File: config.mk
export PLATFORM = sky130hd
export DESIGN_NAME = bu3_blend
export DESIGN_NICKNAME = d
export VERILOG_FILES = /design/src/hw/rtl/bu3_pkg.sv /design/src/hw/rtl/bu3_blend.sv
export SDC_FILE = /design/constraint.sdc
export NUM_CORES = 1
export LEC_CHECK = 0
export BUFFER_PORTS_ARGS = -buffer_cell sky130_fd_sc_hd__buf_2
export CAP_MARGIN = 20
export CORE_MARGIN = 5
export CORE_UTILIZATION = 65
export DETAILED_ROUTE_END_ITERATION = 6
export PLACE_DENSITY = 0.92
export SLEW_MARGIN = 20
export SYNTH_ARGS = -nofsm -noshare
export SYNTH_HDL_FRONTEND = slang
export SYNTH_SLANG_ARGS = --single-unit
File: constraint.sdc
create_clock -name vclk -period 21.4
set_input_delay 3.21 -clock vclk [all_inputs]
set_output_delay 3.21 -clock vclk [all_outputs]
set_load 0.01 [all_outputs]
File: src/hw/rtl/bu3_pkg.sv
// Shared types and constants for the bilinear 3x upscaler.
`timescale 1ns / 1ps

package bu3_pkg;

    localparam int CFG_DATA_W    = 11;
    localparam int PIXEL_W       = 32;
    localparam int COORD_W       = 12;
    localparam int ROW_CNT_W     = 10;
    localparam int OUT_TDATA_W   = 56;
    localparam int MAX_LOW_ROWS  = 1024;
    localparam int MIN_LOW_SIZE  = 2;
    localparam int RESET_COLUMNS = 320;
    localparam int RESET_ROWS    = 240;

    // floor(v / 9) equals (v * RECIP_9) >> RECIP_SHIFT for every v below 32768.
    localparam int RECIP_9       = 7282;
    localparam int RECIP_SHIFT   = 16;

    typedef enum logic {
        CFG_LOW_COLUMNS = 1'b0,
        CFG_LOW_ROWS    = 1'b1
    } cfg_index_t;

    typedef struct packed {
        logic [1:0] fy;
        logic [1:0] fx;
    } phase_t;

    typedef enum logic [1:0] {
        ST_IDLE = 2'b01,
        ST_EMIT = 2'b10
    } state_t;

endpackage

File: src/hw/rtl/bu3_blend.sv
// Per-channel bilinear weighting of four neighbors and exact division by nine.
`timescale 1ns / 1ps

module bu3_blend #(
    parameter int CHANNELS = 3
) (
    input  logic [bu3_pkg::PIXEL_W-1:0] pix_a,
    input  logic [bu3_pkg::PIXEL_W-1:0] pix_b,
    input  logic [bu3_pkg::PIXEL_W-1:0] pix_c,
    input  logic [bu3_pkg::PIXEL_W-1:0] pix_d,
    input  bu3_pkg::phase_t             phase,
    output logic [bu3_pkg::PIXEL_W-1:0] pixel
);

    localparam int NUM_BYTES = bu3_pkg::PIXEL_W / 8;

    logic [1:0] wx;
    logic [1:0] wy;

    assign wx = 2'd3 - phase.fx;
    assign wy = 2'd3 - phase.fy;

    for (genvar k = 0; k < NUM_BYTES; k++) begin : g_chan
        if (k < CHANNELS) begin : g_used
            logic [9:0]  top;
            logic [9:0]  bot;
            logic [11:0] sum;
            logic [24:0] prod;

            assign top  = 10'(wx) * 10'(pix_a[8*k +: 8]) + 10'(phase.fx) * 10'(pix_b[8*k +: 8]);
            assign bot  = 10'(wx) * 10'(pix_c[8*k +: 8]) + 10'(phase.fx) * 10'(pix_d[8*k +: 8]);
            assign sum  = 12'(wy) * 12'(top) + 12'(phase.fy) * 12'(bot);
            assign prod = 25'(sum) * 25'(bu3_pkg::RECIP_9);
            assign pixel[8*k +: 8] = prod[bu3_pkg::RECIP_SHIFT +: 8];
        end else begin : g_unused
            assign pixel[8*k +: 8] = 8'd0;
        end
    end

endmodule

==> qor.txt <==
status: completed
Sum Neg Setup Slack: 0 ns
# setup viols final: 0
Port-buffer cells: 124
register area: 0 um^2
area grow syn2layout: 6.01%
final instance area: 15300 um^2
synthesized area: 14400 um^2
core footprint: 21800 um^2
HP Start: pix_c[0]
I/O Pins: 164
Worst Setup SP: phase[1]
Layout Nets: 2470
FFs & Latches: 0
Worst Tran Pin Value: 0.809 ns
GP Congestion: 0.905
top-area cell type share of the netlist area: 30.6%
Routed Antenna Nets: 0
Relative slew margins: 46.0%
clkbuf count: 0
full die area: 25200 um^2
Rows: 54
Mapped Cells: 1728
worst endpoint required time: 18.19 ns
yosys warns: 0
Max-Cap Viols: 0
initial antenna violation count: 7
Period minus WS final: 17.49 ns
final core utilization: 70.0%
PostCTS Resize Cnt: 0
Tot GR Track Use: 23.2%
Largest stage delay, worst path: 0.61 ns
cts hold-fix bufs: 0
routed wire length per instance: 14.0 um
Initial Utilization: 66.0%
sequential fraction of the synthesis area: 0%
Hold WC Path Type: in -> out
DRT Pass-1 Iters: 5
CP max FO: 90
RSZ-0062 raised after global routing: no
largest net degree at the start of global routing: 91
syn_area_per_cell: 8.33 um^2
DRT iter0 DRCs: 420
vias in the first global route: 11900
Die Wd: 159 um
Worst setup SP type: input port
HPWL Detailed: 26900 um
Worst path slowest cell: buf_4
largest cells by area after synthesis: fa_1, ha_1, inv_1, and2_1, xnor2_1
total grt overflow: 0
first-pass GRT wire length: 51400 um
DRC Markers: 0
Synth cell types: 54
CP Class: in -> out
number of setup buffers added after CTS: 0
Vias/cell: 5.30
Post-Layout Cell Count: 2110
chip height: 159 um
Final Hold Fails: 0
cell count after placement: 2107
period utilization: 81.7%
critical path arrival: 14.28 ns
Slew Viols, Final: 0
largest area contributor in the netlist: fa_1
share of layout cells above drive strength 1: 7.94%
Placed Area: 15300 um^2
via count: 11200
Crit. End Element: primary output
Post-Route WL: 29600 um
Highest Clock Rate: 0.0572 GHz
==> synthesized netlist by cell type (9+ instances only) <==
cell and n:
clkbuf_1 31, fa_1 220, a21oi_1 42, o21ai_1 29
and2_1 100, a21o_1 22, a21boi_1 9, nand2b_1 60
nor2b_1 61, xor2_1 34, nor2_1 71, nor3_1 25
xnor2_1 68, o21ai_0 19, inv_1 451, ha_1 289
nand2_1 81
==> logic make-up after synthesis <==
kind of cell    synth area share (%)
compound gates                  7.85
fa+ha+maj                       55.9
simple gates                    16.0
buf+inv                         13.0
mux                            0.973
other cells                   0.0260
xor+xnor                        6.20
==> layout by cell type, fill, tap and decap left out, types with 3 or more instances in the layout <==
cell,Yosys,routed
nand3_1,6,6
a311o_1,3,3
mux2_2,8,8
a211oi_1,8,8
maj3_1,3,3
o21ai_0,19,19
a31oi_1,4,4
o21a_1,4,4
xnor2_1,68,68
a21o_1,22,22
mux2i_1,5,5
nand3b_1,3,3
or2_2,3,3
nand2_1,81,81
and3_1,5,5
or3_1,6,6
buf_4,8,3
o211ai_1,5,5
ha_1,289,289
nor2b_1,61,61
o21ai_1,29,29
a21boi_1,9,9
nor3_1,25,25
o21bai_1,7,7
nand2b_1,60,60
xor2_1,34,34
inv_1,451,451
fa_1,220,220
and2_1,100,100
nor3b_1,5,5
conb_1,1,14
a21oi_1,42,42
buf_2,0,124
nor2_1,71,71
diode_2,0,3
a21boi_0,6,6
==> area by class of cell <==
| class | count | area (um^2) |
|---|---|---|
| Tap cell | 280 | 350 |
| Timing Repair Buffer | 127 | 643 |
| Fill cell | 1653 | 6560 |
| Antenna cell | 3 | 7.51 |
| Inverter | 451 | 1690 |
| Multi-Input combinational cell | 1249 | 12600 |
==> routing by layer <==
metal	wire length, um	global-route usage, %	up-vias
met5	61	0	-
met4	703	5.16	8
met3	1210	2.62	68
met2	14900	42.4	226
met1	12600	29.6	5396
li1	-	-	5493
==> through the flow <==
stage          setup WS, ns  hold WS, ns
3_5_place_dp           4.01         7.76
2_1_floorplan          5.25         7.35
4_1_cts                3.97         7.76
3_3_place_gp           4.41         7.73
5_1_grt                3.30         7.88
6_report               3.91         7.75
==> path summary, 6_finish.rpt <==
check / slack (ns) / endpoint / depth (start not counted)
max: 3.91 / pixel[15] / 44
min: 7.75 / pixel[0] / 11
==> worst max-delay path: cells and delay by family <==
kind                     cells  cell delay [ns]
AND/OR/NAND/NOR              8             1.18
adder cells (fa/ha/maj)     12             5.39
buffers and inverters       12             1.43
XOR/XNOR                     3             1.00
AO/OA/AOI/OAI                9             2.04
Power is not shown: default switching activity piles up to over one toggle a cycle in this logic, so the estimate is an artifact.
